`config.mk`:
```
export PLATFORM = sky130hd
export DESIGN_NAME = serial_flash_command_sequencer
export DESIGN_NICKNAME = d
export VERILOG_FILES = /design/src/rtl/sfcs_pkg.sv /design/src/rtl/sfcs_in_reg.sv /design/src/rtl/sfcs_engine.sv /design/src/rtl/sfcs_out_burst.sv /design/src/rtl/serial_flash_command_sequencer.sv
export VERILOG_INCLUDE_DIRS = /design/src /design/src/rtl
export SDC_FILE = /design/constraint.sdc
export NUM_CORES = 1
export LEC_CHECK = 0
export BUFFER_PORTS_ARGS = -buffer_cell sky130_fd_sc_hd__buf_2
export CORE_AREA = 8 8 177 179
export CTS_BUF_LIST = sky130_fd_sc_hd__clkbuf_8 sky130_fd_sc_hd__clkbuf_16
export DETAILED_ROUTE_END_ITERATION = 10
export DIE_AREA = 0 0 185 187
export PLACE_DENSITY_LB_ADDON = 0.15
export SYNTH_ARGS = -nofsm -noshare
export SYNTH_HDL_FRONTEND = slang
export SYNTH_SLANG_ARGS = --single-unit
```
`constraint.sdc`:
```
create_clock -name clk_i -period 6.74 [get_ports clk_i]
set_input_delay 0 -clock clk_i [delete_from_list [all_inputs] [get_ports clk_i]]
set_output_delay 0 -clock clk_i [all_outputs]
set_load 0.02 [all_outputs]
```
`src/rtl/serial_flash_command_sequencer_defines.svh`:
```
// ----------------------------------------------------------------------------
// Serial flash command sequencer assertion macros
// Assertion helpers that compile away when SYNTHESIS is defined.
// ----------------------------------------------------------------------------
`ifndef SERIAL_FLASH_COMMAND_SEQUENCER_DEFINES_SVH
`define SERIAL_FLASH_COMMAND_SEQUENCER_DEFINES_SVH

`ifndef SYNTHESIS
// Check that the antecedent implies the consequent in the same cycle
`define SFCS_ASSERT_IMP(name, ante, cons) \
  name: assert property (@(posedge clk_i) disable iff (!rst_ni) (ante) |-> (cons)) \
    else $error("sfcs: same-cycle check failed");
// Check that the antecedent implies the consequent in the next cycle
`define SFCS_ASSERT_NXT(name, ante, cons) \
  name: assert property (@(posedge clk_i) disable iff (!rst_ni) (ante) |=> (cons)) \
    else $error("sfcs: next-cycle check failed");
`else
`define SFCS_ASSERT_IMP(name, ante, cons)
`define SFCS_ASSERT_NXT(name, ante, cons)
`endif

`endif

```
`src/rtl/sfcs_pkg.sv`:
```
// ----------------------------------------------------------------------------
// sfcs_pkg
// Types, command codes and helpers shared by the flash command sequencer.
// ----------------------------------------------------------------------------
package sfcs_pkg;

  // Flash geometry
  localparam int PAGE_BYTES   = 256;
  localparam int SECTOR_BYTES = 4096;
  localparam int SECTOR_SHIFT = $clog2(SECTOR_BYTES);
  localparam int CHUNK_W      = 13;
  localparam int MAX_RES      = 8;
  localparam int IDX_W        = $clog2(MAX_RES);
  localparam int CNT_W        = IDX_W + 1;

  // Flash opcodes
  localparam logic [7:0] CMD_WR_ENABLE = 8'h06;
  localparam logic [7:0] CMD_PP        = 8'h02;
  localparam logic [7:0] CMD_DATA_RD   = 8'h03;
  localparam logic [7:0] CMD_STATUS_RD = 8'h05;
  localparam logic [7:0] CMD_SE4K      = 8'h20;
  localparam logic [7:0] CMD_CE        = 8'hC7;
  localparam int         BUSY_BIT_POS  = 0;

  // Request types on the input channel
  typedef enum logic [2:0] {
    REQ_READ   = 3'd0,
    REQ_PROG   = 3'd1,
    REQ_SERASE = 3'd2,
    REQ_CERASE = 3'd3,
    REQ_DATA   = 3'd4,
    REQ_STATUS = 3'd5
  } req_e;

  // Operation held for the current request
  typedef enum logic [1:0] {
    OPN_READ   = 2'd0,
    OPN_PROG   = 2'd1,
    OPN_SERASE = 2'd2,
    OPN_CERASE = 2'd3
  } opn_e;

  typedef enum logic [1:0] {
    PH_IDLE  = 2'd0,
    PH_RDATA = 2'd1,
    PH_WDATA = 2'd2,
    PH_POLL  = 2'd3
  } phase_e;

  typedef struct packed {
    logic [2:0]  req_type;
    logic [31:0] address;
    logic [23:0] length;
    logic [7:0]  data_byte;
  } in_item_t;

  // One SPI byte slot
  typedef struct packed {
    logic [7:0] spi_byte;
    logic       capture;
    logic       cs_release;
    logic       done_res;
    logic       error;
  } slot_t;

  // All slots caused by one input item
  typedef struct packed {
    slot_t [MAX_RES-1:0] slots;
    logic  [CNT_W-1:0]   cnt;
  } burst_t;

  function automatic slot_t make_slot(logic [7:0] b, logic cap, logic rel,
                                      logic done, logic err);
    slot_t s;
    s.spi_byte   = b;
    s.capture    = cap;
    s.cs_release = rel;
    s.done_res   = done;
    s.error      = err;
    return s;
  endfunction

endpackage

```
`src/rtl/sfcs_in_reg.sv`:
```
// ----------------------------------------------------------------------------
// sfcs_in_reg
// Input register: holds one request beat until the engine takes it.
// ----------------------------------------------------------------------------
module sfcs_in_reg
  import sfcs_pkg::*;
(
  input  logic     clk_i,
  input  logic     rst_ni,
  input  logic     in_valid_i,
  output logic     in_stall_o,
  input  in_item_t item_i,
  input  logic     take_i,
  output logic     valid_o,
  output in_item_t item_o
);

  logic     valid_q, valid_d;
  logic     accept;
  in_item_t item_q;

  // Stall only while a held beat is not being taken
  assign in_stall_o = valid_q && !take_i;
  assign accept     = in_valid_i && !in_stall_o;
  assign valid_d    = accept || (valid_q && !take_i);

  always_ff @(posedge clk_i or negedge rst_ni) begin
    if (!rst_ni) begin
      valid_q <= 1'b0;
    end else begin
      valid_q <= valid_d;
    end
  end

  // Capture payload on accept
  always_ff @(posedge clk_i) begin
    if (accept) begin
      item_q <= item_i;
    end
  end

  assign valid_o = valid_q;
  assign item_o  = item_q;

endmodule

```
`src/rtl/sfcs_engine.sv`:
```
// ----------------------------------------------------------------------------
// sfcs_engine
// Sequencer state and the single-pass logic that turns one request beat into
// its list of SPI byte slots.
// ----------------------------------------------------------------------------
module sfcs_engine
  import sfcs_pkg::*;
(
  input  logic     clk_i,
  input  logic     rst_ni,
  input  in_item_t item_i,
  input  logic     load_i,
  input  logic     addr_4byte_i,
  output burst_t   burst_o
);

  localparam logic [23:0]        PageBytesW = 24'(PAGE_BYTES);
  localparam logic [CHUNK_W-1:0] PageBytesC = CHUNK_W'(PAGE_BYTES);

  phase_e              phase_q, phase_d;
  opn_e                op_q, op_d;
  logic [31:0]         addr_q, addr_d;
  logic [23:0]         rem_q, rem_d;
  logic [CHUNK_W-1:0]  chunk_q, chunk_d;

  logic        err;
  logic        a_en, b_en, hdr_en, hdr_rel, poll_en;
  slot_t       a_slot, b_slot;
  logic [7:0]  hdr_op;
  logic [31:0] hdr_addr;
  logic        do_chunk, do_erase;
  logic        endc, fin;

  // Decide next state and which slot groups to emit
  always_comb begin
    phase_d  = phase_q;
    op_d     = op_q;
    addr_d   = addr_q;
    rem_d    = rem_q;
    chunk_d  = chunk_q;
    err      = 1'b0;
    a_en     = 1'b0;
    b_en     = 1'b0;
    a_slot   = '0;
    b_slot   = '0;
    hdr_en   = 1'b0;
    hdr_rel  = 1'b0;
    hdr_op   = CMD_DATA_RD;
    hdr_addr = '0;
    poll_en  = 1'b0;
    do_chunk = 1'b0;
    do_erase = 1'b0;
    endc     = 1'b0;
    fin      = 1'b0;

    case (item_i.req_type)
      REQ_READ, REQ_PROG, REQ_SERASE, REQ_CERASE: begin
        if (phase_q != PH_IDLE) begin
          err = 1'b1;
        end else begin
          op_d   = opn_e'(item_i.req_type[1:0]);
          addr_d = item_i.address;
          if (item_i.req_type == REQ_CERASE) begin
            rem_d   = '0;
            a_en    = 1'b1;
            a_slot  = make_slot(CMD_WR_ENABLE, 1'b0, 1'b1, 1'b0, 1'b0);
            b_en    = 1'b1;
            b_slot  = make_slot(CMD_CE, 1'b0, 1'b1, 1'b0, 1'b0);
            poll_en = 1'b1;
          end else if (item_i.length == '0) begin
            rem_d   = '0;
            a_en    = 1'b1;
            a_slot  = make_slot(8'h00, 1'b0, 1'b0, 1'b1, 1'b0);
            phase_d = PH_IDLE;
          end else if (item_i.req_type == REQ_SERASE) begin
            rem_d    = item_i.length - 24'd1;
            do_erase = 1'b1;
          end else begin
            rem_d    = item_i.length;
            do_chunk = 1'b1;
          end
        end
      end
      REQ_DATA: begin
        if (phase_q == PH_RDATA || phase_q == PH_WDATA) begin
          rem_d   = rem_q - 24'd1;
          chunk_d = chunk_q - CHUNK_W'(1);
          addr_d  = addr_q + 32'd1;
          endc    = (chunk_d == '0);
          if (phase_q == PH_RDATA) begin
            fin    = endc && (rem_d == '0);
            a_en   = 1'b1;
            a_slot = make_slot(8'h00, 1'b1, endc, fin, 1'b0);
            if (fin) begin
              phase_d = PH_IDLE;
            end else if (endc) begin
              do_chunk = 1'b1;
            end
          end else begin
            a_en    = 1'b1;
            a_slot  = make_slot(item_i.data_byte, 1'b0, endc, 1'b0, 1'b0);
            poll_en = endc;
          end
        end else begin
          err = 1'b1;
        end
      end
      REQ_STATUS: begin
        if (phase_q != PH_POLL) begin
          err = 1'b1;
        end else if (item_i.data_byte[BUSY_BIT_POS]) begin
          poll_en = 1'b1;
        end else if (op_q == OPN_PROG && rem_q != '0) begin
          do_chunk = 1'b1;
        end else if (op_q == OPN_SERASE && rem_q != '0) begin
          rem_d    = rem_q - 24'd1;
          addr_d   = addr_q + 32'd1;
          do_erase = 1'b1;
        end else begin
          a_en    = 1'b1;
          a_slot  = make_slot(8'h00, 1'b0, 1'b0, 1'b1, 1'b0);
          phase_d = PH_IDLE;
        end
      end
      default: begin
        err = 1'b1;
      end
    endcase

    // Open the next read or program chunk
    if (do_chunk) begin
      chunk_d  = (rem_d > PageBytesW) ? PageBytesC : rem_d[CHUNK_W-1:0];
      hdr_en   = 1'b1;
      hdr_addr = addr_d;
      if (op_d == OPN_PROG) begin
        a_en    = 1'b1;
        a_slot  = make_slot(CMD_WR_ENABLE, 1'b0, 1'b1, 1'b0, 1'b0);
        hdr_op  = CMD_PP;
        phase_d = PH_WDATA;
      end else begin
        hdr_op  = CMD_DATA_RD;
        phase_d = PH_RDATA;
      end
    end

    // Issue one sector erase followed by a status poll
    if (do_erase) begin
      a_en     = 1'b1;
      a_slot   = make_slot(CMD_WR_ENABLE, 1'b0, 1'b1, 1'b0, 1'b0);
      hdr_en   = 1'b1;
      hdr_op   = CMD_SE4K;
      hdr_rel  = 1'b1;
      hdr_addr = addr_d << SECTOR_SHIFT;
      poll_en  = 1'b1;
    end

    if (poll_en) begin
      phase_d = PH_POLL;
    end
  end

  // Pack the slot groups into one burst
  always_comb begin
    logic [CNT_W-1:0] n;
    n       = '0;
    burst_o = '0;
    if (err) begin
      burst_o.slots[0] = make_slot(8'h00, 1'b0, 1'b0, 1'b0, 1'b1);
      n = CNT_W'(1);
    end else begin
      if (a_en) begin
        burst_o.slots[n[IDX_W-1:0]] = a_slot;
        n = n + CNT_W'(1);
      end
      if (b_en) begin
        burst_o.slots[n[IDX_W-1:0]] = b_slot;
        n = n + CNT_W'(1);
      end
      if (hdr_en) begin
        burst_o.slots[n[IDX_W-1:0]] = make_slot(hdr_op, 1'b0, 1'b0, 1'b0, 1'b0);
        n = n + CNT_W'(1);
        if (addr_4byte_i) begin
          burst_o.slots[n[IDX_W-1:0]] =
            make_slot(hdr_addr[31:24], 1'b0, 1'b0, 1'b0, 1'b0);
          n = n + CNT_W'(1);
        end
        burst_o.slots[n[IDX_W-1:0]] = make_slot(hdr_addr[23:16], 1'b0, 1'b0, 1'b0, 1'b0);
        n = n + CNT_W'(1);
        burst_o.slots[n[IDX_W-1:0]] = make_slot(hdr_addr[15:8], 1'b0, 1'b0, 1'b0, 1'b0);
        n = n + CNT_W'(1);
        burst_o.slots[n[IDX_W-1:0]] = make_slot(hdr_addr[7:0], 1'b0, hdr_rel, 1'b0, 1'b0);
        n = n + CNT_W'(1);
      end
      if (poll_en) begin
        burst_o.slots[n[IDX_W-1:0]] = make_slot(CMD_STATUS_RD, 1'b0, 1'b0, 1'b0, 1'b0);
        n = n + CNT_W'(1);
        burst_o.slots[n[IDX_W-1:0]] = make_slot(8'h00, 1'b1, 1'b1, 1'b0, 1'b0);
        n = n + CNT_W'(1);
      end
    end
    burst_o.cnt = n;
  end

  // Advance state when the burst is taken; an error beat leaves it as is
  always_ff @(posedge clk_i or negedge rst_ni) begin
    if (!rst_ni) begin
      phase_q <= PH_IDLE;
      op_q    <= OPN_READ;
      addr_q  <= '0;
      rem_q   <= '0;
      chunk_q <= '0;
    end else if (load_i && !err) begin
      phase_q <= phase_d;
      op_q    <= op_d;
      addr_q  <= addr_d;
      rem_q   <= rem_d;
      chunk_q <= chunk_d;
    end
  end

endmodule

```
`src/rtl/sfcs_out_burst.sv`:
```
// ----------------------------------------------------------------------------
// sfcs_out_burst
// Result register: holds one burst of slots and drains it one beat a cycle while the output is not stalled.
// ----------------------------------------------------------------------------
module sfcs_out_burst
  import sfcs_pkg::*;
(
  input  logic   clk_i,
  input  logic   rst_ni,
  input  burst_t burst_i,
  input  logic   load_i,
  output logic   load_ok_o,
  output logic   out_valid_o,
  input  logic   out_stall_i,
  output slot_t  slot_o,
  output logic   last_o
);

  logic             bvalid_q;
  logic [IDX_W-1:0] idx_q;
  burst_t           burst_q;
  logic             fire;
  logic             last_beat;

  assign fire      = bvalid_q && !out_stall_i;
  assign last_beat = ({1'b0, idx_q} == (burst_q.cnt - CNT_W'(1)));
  assign load_ok_o = !bvalid_q || (fire && last_beat);

  // Load a new burst or step through the held one
  always_ff @(posedge clk_i or negedge rst_ni) begin
    if (!rst_ni) begin
      bvalid_q <= 1'b0;
      idx_q    <= '0;
    end else if (load_i) begin
      bvalid_q <= 1'b1;
      idx_q    <= '0;
    end else if (fire) begin
      if (last_beat) begin
        bvalid_q <= 1'b0;
      end else begin
        idx_q <= idx_q + IDX_W'(1);
      end
    end
  end

  always_ff @(posedge clk_i) begin
    if (load_i) begin
      burst_q <= burst_i;
    end
  end

  assign out_valid_o = bvalid_q;
  assign slot_o      = burst_q.slots[idx_q];
  assign last_o      = last_beat;

endmodule

```
`src/rtl/serial_flash_command_sequencer.sv`:
```
// An accepted request beat waits in the input register; its burst is then registered in the result register.
// Each request beat yields one to eight result beats, one per cycle unless the
// output stalls; the next request beat enters the input register while the
// previous burst drains and is taken as the last beat of that burst leaves.
// Reset (rst_ni low, asynchronous) returns the sequencer to idle, clears the
// engine state and the 4-byte address mode, and empties both registers.
// ----------------------------------------------------------------------------
// serial_flash_command_sequencer
// SPI NOR flash command sequencer: turns read, program and erase requests
// into framed SPI byte slots with write enable and status polling.
// ----------------------------------------------------------------------------
`include "serial_flash_command_sequencer_defines.svh"

module serial_flash_command_sequencer
  import sfcs_pkg::*;
(
  input  logic        clk_i,
  input  logic        rst_ni,
  // Configuration write
  input  logic        cfg_valid_i,
  output logic        cfg_ready_o,
  input  logic        cfg_addr_4byte_i,
  // Request channel
  input  logic        in_valid_i,
  output logic        in_stall_o,
  input  logic [2:0]  req_type_i,
  input  logic [31:0] address_i,
  input  logic [23:0] length_i,
  input  logic [7:0]  data_byte_i,
  // Slot channel
  output logic        out_valid_o,
  input  logic        out_stall_i,
  output logic [7:0]  spi_byte_o,
  output logic        capture_o,
  output logic        cs_release_o,
  output logic        done_res_o,
  output logic        error_o,
  output logic        last_o
);

  logic     addr_4byte_q;
  in_item_t in_item;
  in_item_t held_item;
  logic     held_valid;
  logic     load_ok;
  logic     take;
  burst_t   burst;
  slot_t    slot;

  // Configuration register
  assign cfg_ready_o = 1'b1;

  always_ff @(posedge clk_i or negedge rst_ni) begin
    if (!rst_ni) begin
      addr_4byte_q <= 1'b0;
    end else if (cfg_valid_i && cfg_ready_o) begin
      addr_4byte_q <= cfg_addr_4byte_i;
    end
  end

  assign in_item.req_type  = req_type_i;
  assign in_item.address   = address_i;
  assign in_item.length    = length_i;
  assign in_item.data_byte = data_byte_i;

  assign take = held_valid && load_ok;

  sfcs_in_reg u_in_reg (
    .clk_i      (clk_i),
    .rst_ni     (rst_ni),
    .in_valid_i (in_valid_i),
    .in_stall_o (in_stall_o),
    .item_i     (in_item),
    .take_i     (take),
    .valid_o    (held_valid),
    .item_o     (held_item)
  );

  sfcs_engine u_engine (
    .clk_i        (clk_i),
    .rst_ni       (rst_ni),
    .item_i       (held_item),
    .load_i       (take),
    .addr_4byte_i (addr_4byte_q),
    .burst_o      (burst)
  );

  sfcs_out_burst u_out_burst (
    .clk_i       (clk_i),
    .rst_ni      (rst_ni),
    .burst_i     (burst),
    .load_i      (take),
    .load_ok_o   (load_ok),
    .out_valid_o (out_valid_o),
    .out_stall_i (out_stall_i),
    .slot_o      (slot),
    .last_o      (last_o)
  );

  assign spi_byte_o   = slot.spi_byte;
  assign capture_o    = slot.capture;
  assign cs_release_o = slot.cs_release;
  assign done_res_o   = slot.done_res;
  assign error_o      = slot.error;

  // An error beat stands alone
  `SFCS_ASSERT_IMP(a_err_last, out_valid_o && error_o, last_o)
  // Completion always closes the burst
  `SFCS_ASSERT_IMP(a_done_last, out_valid_o && done_res_o, last_o)
  // Capture slots shift out zero
  `SFCS_ASSERT_IMP(a_cap_zero, out_valid_o && capture_o, spi_byte_o == 8'h00)
  // A burst never ends without a pending beat being drained or replaced
  `SFCS_ASSERT_NXT(a_hold_burst, out_valid_o && out_stall_i, out_valid_o)

endmodule
```
* After elaboration in Yosys (flattened, before gate mapping)
Index checks and enable logic that the tools add are counted.
Operators by class: add/subtract/negate cells 14, order comparisons 18, equal/unequal tests 23, multiplexer cells 157, bitwise logic cells 6, reductions and logical operators 41
Operator list (number):
- $mux W96 | 8
- $bwmux W96 | 6
- $demux W12 S3 | 8
- $mux W12 | 24
- $mux W32 | 8
- $mux W24 | 9
- $and A80 B80 Y80 | 2
- $not A80 Y80 | 2
- $pmux W32 S3 | 1
- $pmux W24 S3 | 1
- $mux W13 | 4
- $mux W1 | 49
- $logic_not A24 Y1 | 2
- $sub A24 B1 Y24 const B | 2
- $bmux W12 S3 | 1
- $lt A3 B4 Y1 const B | 9
- $mux W4 | 9
- $pmux W12 S3 | 1
- $mux W2 | 17
- $add A32 B1 Y32 const B | 1
- $add A4 B1 Y4 const B | 8
- $or A16 B16 Y16 | 2
- $ge A3 B1 Y1 const B | 8
- $gt A24 B9 Y1 const B | 1
- other kinds (30) | 76
Storage, ports and cells: flip-flop bits (word level) 246, input bits 73, output and inout bits 16

* Depth between registers and ports, before layout
depth after elaboration 33, gate-level depth with buffers 27

* Cells and area by module
From an unflattened synthesis, not the netlist that was laid out.
Unflattened totals: cells, all modules 1830, area, all modules 16784.8 um^2
By module, submodules not included:
- sfcs_engine | times used 1, cells each 1576, area an instance 10523.8 um^2
- sfcs_out_burst | times used 1, cells each 177, area an instance 4134.0 um^2
- sfcs_in_reg | times used 1, cells each 72, area an instance 2069.5 um^2
- serial_flash_command_sequencer | times used 1, cells each 5, area an instance 57.6 um^2

* Worst setup path after synthesis
Ideal clock, no wire load.
path type flip-flop to flip-flop, from register u_engine.rem_q[0], to register u_out_burst.burst_q[38] (netlist bit), data pin, setup time 0.184 ns, arrival 7.168 ns, required time 6.556 ns, path slack -0.612 ns, stages on the path, launching flop included 28, buffers on the path 5, period minus slack after synthesis 7.352 ns, path through dfrtp_1 -> clkbuf_1 -> inv_1 -> ha_1 -> buf_2 -> nor4b_1 -> nand3_1 -> xnor2_1 -> nor4_1 -> nand4_1 -> a21oi_1 -> o21ai_0 -> or4_1 -> inv_1 -> fa_1 -> inv_1 -> clkbuf_1 -> ha_1 -> clkbuf_1 -> xor2_1 -> xor2_1 -> nand4_1 -> o21ai_2 -> xor2_2 -> o31ai_1 -> or3_1 -> buf_2 -> a2111oi_4
Between the ends: cells in the longest elaborated chain, start to end 33, elaborated cells on any way between the ends 111, those cells by class 8 x add/sub; 16 x order compare; 70 x mux; 4 x bitwise; 13 x reduce/logical
RTL lines:
- start, declared | line sfcs_engine.sv:23 | logic [23:0] rem_q, rem_d;
- start signal, assigned | line sfcs_engine.sv:216 | rem_q <= rem_d;
- branches (longest 32 deep; another with $sub A24 B1 Y24)
- $mux W96 (*) | line sfcs_engine.sv:194 | if (poll_en) begin
- end signal, assigned | line sfcs_out_burst.sv:48 | burst_q <= burst_i;
- end, declared | line sfcs_out_burst.sv:21 | burst_t burst_q;
Mark *: on every way between the ends. The select of a mux whose other input is x is not followed. A chain may end at the register's enable or synchronous reset.

* Worst setup path in the final report
from register u_engine.chunk_q[1], to register u_out_burst.burst_q[38] (netlist bit), data pin
Between the ends: cells in the longest elaborated chain, start to end 32, elaborated cells on any way between the ends 92, those cells by class 8 x add/sub; 16 x order compare; 54 x mux; 4 x bitwise; 10 x reduce/logical
RTL lines:
- start, declared | line sfcs_engine.sv:24 | logic [CHUNK_W-1:0] chunk_q, chunk_d;
- start signal, assigned | line sfcs_engine.sv:217 | chunk_q <= chunk_d;
- $sub A13 B1 Y13 (*) | line sfcs_engine.sv:87 | chunk_d = chunk_q - CHUNK_W'(1);
- $logic_not A13 Y1 (*) | line sfcs_engine.sv:89 | endc = (chunk_d == '0);
- $mux W1 / $logic_and A1 B1 Y1 (equally long branches) | line sfcs_engine.sv:96, sfcs_engine.sv:91
- $mux W1 | line sfcs_engine.sv:94 | if (fin) begin
- $mux W1 | line sfcs_engine.sv:90 | if (phase_q == PH_RDATA) begin
- $mux W1 | line sfcs_engine.sv:85 | if (phase_q == PH_RDATA || phase_q == PH_WDATA) begin
- $pmux W1 S3 | line sfcs_engine.sv:56 | case (item_i.req_type)
- $mux W1 | line sfcs_engine.sv:131 | if (do_chunk) begin
- [... 16 more ...]
- $add A4 B1 Y4 (tied with other cells) | line sfcs_engine.sv:196 | n = n + CNT_W'(1);
- $lt A3 B4 Y1 (not written as such) (tied with other cells) | line sfcs_engine.sv:197 | burst_o.slots[n[IDX_W-1:0]] = make_slot(8'h00, 1'b1, 1'b1, 1'b0, 1'b0);
- $logic_and A1 B1 Y1 (not written as such) / $mux W12 (equally long branches) | line sfcs_engine.sv:197, sfcs_engine.sv:195
- $mux W12 (not written as such) / $demux W12 S3 (equally long branches)
- $demux W12 S3 / $not A80 Y80 (equally long branches)
- $not A80 Y80 (no line) / $and A80 B80 Y80 (equally long branches)
- $and A80 B80 Y80 (no line)
- $mux W96 (*) | line sfcs_engine.sv:194
Mark *: on every way between the ends. The rest lies on a longest branch, timed or not. The select of a mux whose other input is x is not followed.

==> summary.md <==
| Metric | Value |
|---|---|
| CTS Buffer Depth | 3 |
| Pre-Repair DR Iteration Count | 6 |
| Area of the multi-input gates | 8803 sq um |
| Remaining max-slew budget at the tightest pin | 14.19% |
| Internal Power | between 3 and 4 mW |
| Fin crit period | around 6.6 ns |
| Floorplan die area | approximately 35000 sq um |
| Global-route met1 utilization | 47.96% |
| Synth async-reset ratio | 34.05% |
| Reported max-cap violation count | 0 |
| Count of flip-flops with a built-in enable after synthesis | roughly 150 |
| Outcome | finished, final reports clean |
| Post-DRT Antenna Nets | 0 |
| # nets final | 2028 |
| Global Route Usage Sum | 34.70% |
| Synthesis-to-finish area growth | 17.37% |
| Mean area per synthesized cell | 8.848 sq um |
| Worst min-delay path class | in -> reg |
| Residual overflow from global routing | 0 |
| Detailed-route wire length | between 60000 and 70000 um |
| Number of vias per cell | between 6 and 7 |
| Busiest layer in global routing | met2 |
| Maximum clock frequency | 152.4 MHz |
| Diodes inserted | 0 |
| Data required, critical path | 7.09 ns |
| Worst-skew pair later-pin latency | 0.56 ns |
| Crit path max fanout | 8 |
| Share of layout cells above drive strength 1 | roughly 15% |
| Effective utilization at floorplan | between 50% and 60% |
| Clk root buf | clkbuf_16 |
| Worst slack at placement | 0.01118 ns |
| Wire length per cell after detailed routing | 26.14 um |
| Switch Pwr | 2.431 mW |
| Final period util | between 90% and 100% |
| Most frequently used flop master after synthesis | edfxtp_1 |
| Count of cell types in the netlist | between 80 and 90 |
| Final estimated routing congestion in global placement | between 1 and 1.5 |
| Final WS setup | roughly 0.18 ns |
| Part of the power in the clock network | about a quarter |
| GR Util met2 | 53.38% |
| Startpoint Class | register |
| CTS sink cnt | approximately 230 |
| Worst Path Arrival | 6.91 ns |
| Leakage | 6.876 nW |
| Remaining DRCs | 0 |
| Sw Ratio | between 40% and 50% |
| CTS tree | yes |
| Placement row count | 62 |
| Gate power share | between 40% and 50% |
| CP Capture Type | register |
| Placed inst area | 16900 sq um |
| Final-report hold violation count | 0 |
| Setup Total Neg Slack | 0 ns |
| Number of global-route vias before repair | 15674 |
| Total number of yosys warnings | 0 |
| Power per cell area | 320.7 nW/um^2 |
| Worst IR drop on VDD | 0.2661 mV |
| Boundary Pins | 89 |
| Synth Cell Area | around 16000 sq um |
| Chip height | 187 um |
| Pin count of the biggest net entering global routing | 74 |
| Post-synthesis instance total | between 1500 and 2000 |
| Die width | 185 um |
| Area of all placed cells without fillers | 18660 sq um |
| Post-Syn Nets | 1893 |
| Met3 Resource Use GR | between 6 and 7% |
| Initial antenna violation count | 2 |
| Total vias in the final route | around 16000 |
| Kind of critical path | reg -> reg |
| Initial DRC Count | 2769 |
| Slew of the pin with the lowest slew margin | 1.287 ns |
| Maximum clock skew at final layout | 0.01979 ns |
| Post-layout power | around 6 mW |
| Register area | 6571 sq um |
| Half-perimeter wire length after placement | ~43000 um |
| Number of max-slew violations in the final report | 0 |
| IO buf count | 87 |
| Clk slew on worst S/H paths | 0.06 ns |
| Post-Route Utilization | 65.73% |
| Total number of H-tree levels | 1 |
| Setup violations, final | 0 |
| Fill cell instance count of the final layout | 2364 |
| Synthesis-stage register bit count | 232 |
| Sequential group share of total power | 32.1% |
| Global-route wire length before repair | 94100 um |
| Sequential-to-total area share from yosys stat | between 40 and 50% |
| Number of buffers added by the clock tree synthesis step | 27 |
| Standard cell core area | between 20000 and 30000 sq um |
[power groups by stage]
stage | Combinational (mW) | Sequential, mW | Clock (mW)
after floorplan | 1.67 | 1.82 | 0
after global placement | 2.36 | 1.93 | 0
after detailed placement | 2.37 | 1.93 | 0
after CTS | 2.42 | 1.91 | 1.56
after global routing | 2.69 | 1.94 | 1.63
final | 2.51 | 1.92 | 1.56
[cell usage in the layout, fill, tap and decap left out, types with 11 or more instances in the layout]
cell / n
or3_1: 15
mux2_2: 18
nor2_1: 158
a221oi_1: 20
nand4_1: 22
a21o_1: 14
a211oi_1: 28
inv_1: 39
o21a_1: 16
ha_1: 20
mux2i_1: 11
nor3_1: 75
clkbuf_16: 27
buf_2: 86
a21oi_1: 105
o22ai_1: 34
and3_1: 19
a22oi_1: 13
edfxtp_1: 153
o211ai_1: 19
o221ai_1: 20
nor4_1: 35
mux4_2: 20
or2_2: 12
xnor2_1: 27
a31oi_1: 24
buf_4: 71
nand2_1: 226
dlygate4sd3_1: 74
o21ai_0: 152
nand3_1: 52
nand2b_1: 18
xor2_1: 15
and2_1: 15
dfrtp_1: 79
[cell type report]
class                   instances  share of cell area (%)
clock buffers                  28                   3.694
clock inverters                21                   1.301
inverters                      40                  0.8046
multi-input cells            1399                   47.17
flip-flops and latches        232                   35.21
well taps                     384                   2.575
repair buffers                232                   9.239
[through the flow]
step           hold WS [ns]  std cells
2_1_floorplan       -0.2956       1797
3_3_place_gp     -0.0008204       2209
3_5_place_dp        0.01201       2209
4_1_cts              0.1411       2333
5_1_grt              0.1574       2336
6_report             0.1564       2336
[final timing paths]
check,from,to,slack (ns),depth (start not counted)
setup / recovery,u_engine.chunk_q[1]$_DFFE_PN0P_,u_out_burst.burst_q[38]$_SDFFCE_PP0P_,0.18,23
hold / removal,data_byte_i[3],u_in_reg.item_o[3]$_DFFE_PP_,0.16,2
setup reg to reg,u_engine.chunk_q[1]$_DFFE_PN0P_,u_out_burst.burst_q[38]$_SDFFCE_PP0P_,0.18,23
hold reg to reg,u_engine.addr_q[31]$_DFFE_PN0P_,u_engine.addr_q[31]$_DFFE_PN0P_,0.52,2
max in group asynchronous,rst_ni,u_engine.addr_q[22]$_DFFE_PN0P_,5.47,4
min in group asynchronous,rst_ni,u_engine.chunk_q[12]$_DFFE_PN0P_,0.42,3
[cell families after synthesis]
logic type / Yosys count / synth area share, %
fa+ha+maj: 23 / 1.904
xor+xnor: 45 / 2.526
mux: 50 / 4.863
other cells: 1 / 0.02358
buf+inv: 166 / 4.021
compound gates: 573 / 23.97
flops: 232 / 41.33
simple gates: 707 / 21.36
[registers in the layout, indices dropped and copies added, names as in the netlist, 2 cells and up]
name                 cells
u_engine.addr_q         32
u_engine.chunk_q        13
u_engine.op_q            2
u_engine.phase_q         2
u_engine.rem_q          24
u_in_reg.item_o         67
u_out_burst.burst_q     86
u_out_burst.idx_q        3
[synth_stat cells, drive strengths merged (13+ instances only)]
| library cell | count | share of area (%) |
|---|---|---|
| a21o | 14 | 0.66 |
| ha | 21 | 1.7 |
| mux4 | 20 | 2.8 |
| a211oi | 29 | 1.4 |
| o221ai | 20 | 1.1 |
| and2 | 17 | 0.67 |
| a22oi | 13 | 0.61 |
| inv | 38 | 0.90 |
| o211ai | 19 | 0.90 |
| nand2 | 227 | 5.4 |
| buf | 15 | 0.45 |
| or3 | 16 | 0.63 |
| nand2b | 18 | 0.71 |
| mux2 | 18 | 1.3 |
| dfrtp | 79 | 12 |
| edfxtp | 153 | 29 |
| nand3 | 53 | 1.7 |
| nor4 | 36 | 1.4 |
| a221oi | 20 | 1.1 |
| nor2 | 158 | 3.7 |
| o21a | 16 | 0.76 |
| o21ai | 160 | 5.1 |
| nand4 | 22 | 0.87 |
| o22ai | 35 | 1.4 |
| xor2 | 17 | 0.98 |
| a31oi | 24 | 0.94 |
| clkbuf | 111 | 2.6 |
| xnor2 | 28 | 1.5 |
| a21oi | 108 | 3.4 |
| and3 | 19 | 0.75 |
| nor3 | 76 | 2.4 |
[critical path: stages, from the launching register on]
cell       delay (ns)
dfrtp_1          0.44
inv_1            0.11
ha_2             0.24
or4b_4           0.54
or4b_1           0.51
a21o_1           0.20
a2111oi_4        0.34
buf_4            0.20
and2b_1          0.17
a21oi_2          0.07
o21ai_0          0.20
or4_1            0.24
inv_2            0.10
fa_1             0.53
inv_1            0.06
ha_1             0.23
xor2_2           0.19
xor2_1           0.31
nand4_1          0.20
o21ai_4          0.25
xor2_2           0.25
o31ai_1          0.15
or3_4            0.47
a2111oi_4        0.36
[timing repair]
| item | in CTS | in global routing |
|---|---|---|
| setup buffers | 0 | 3 |
| hold buffers | 75 | 0 |
| resized for setup | 1 | 9 |
| endpoints found under the hold margin | 111 | 0 |
| pin swaps | 0 | 1 |
| gates cloned | 0 | 0 |
| setup endpoints to repair | 1 | 48 |
[per-layer routing]
metal / wire, um / share of wire (%) / up-vias
li1: - / - / 7114
met1: 24370 / 40 / 7792
met2: 27310 / 45 / 1172
met3: 7032 / 12 / 202
met4: 2310 / 3.8 / 4
met5: 27 / 0.044 / -
No activity file was read; power rests on OpenSTA's default activity.
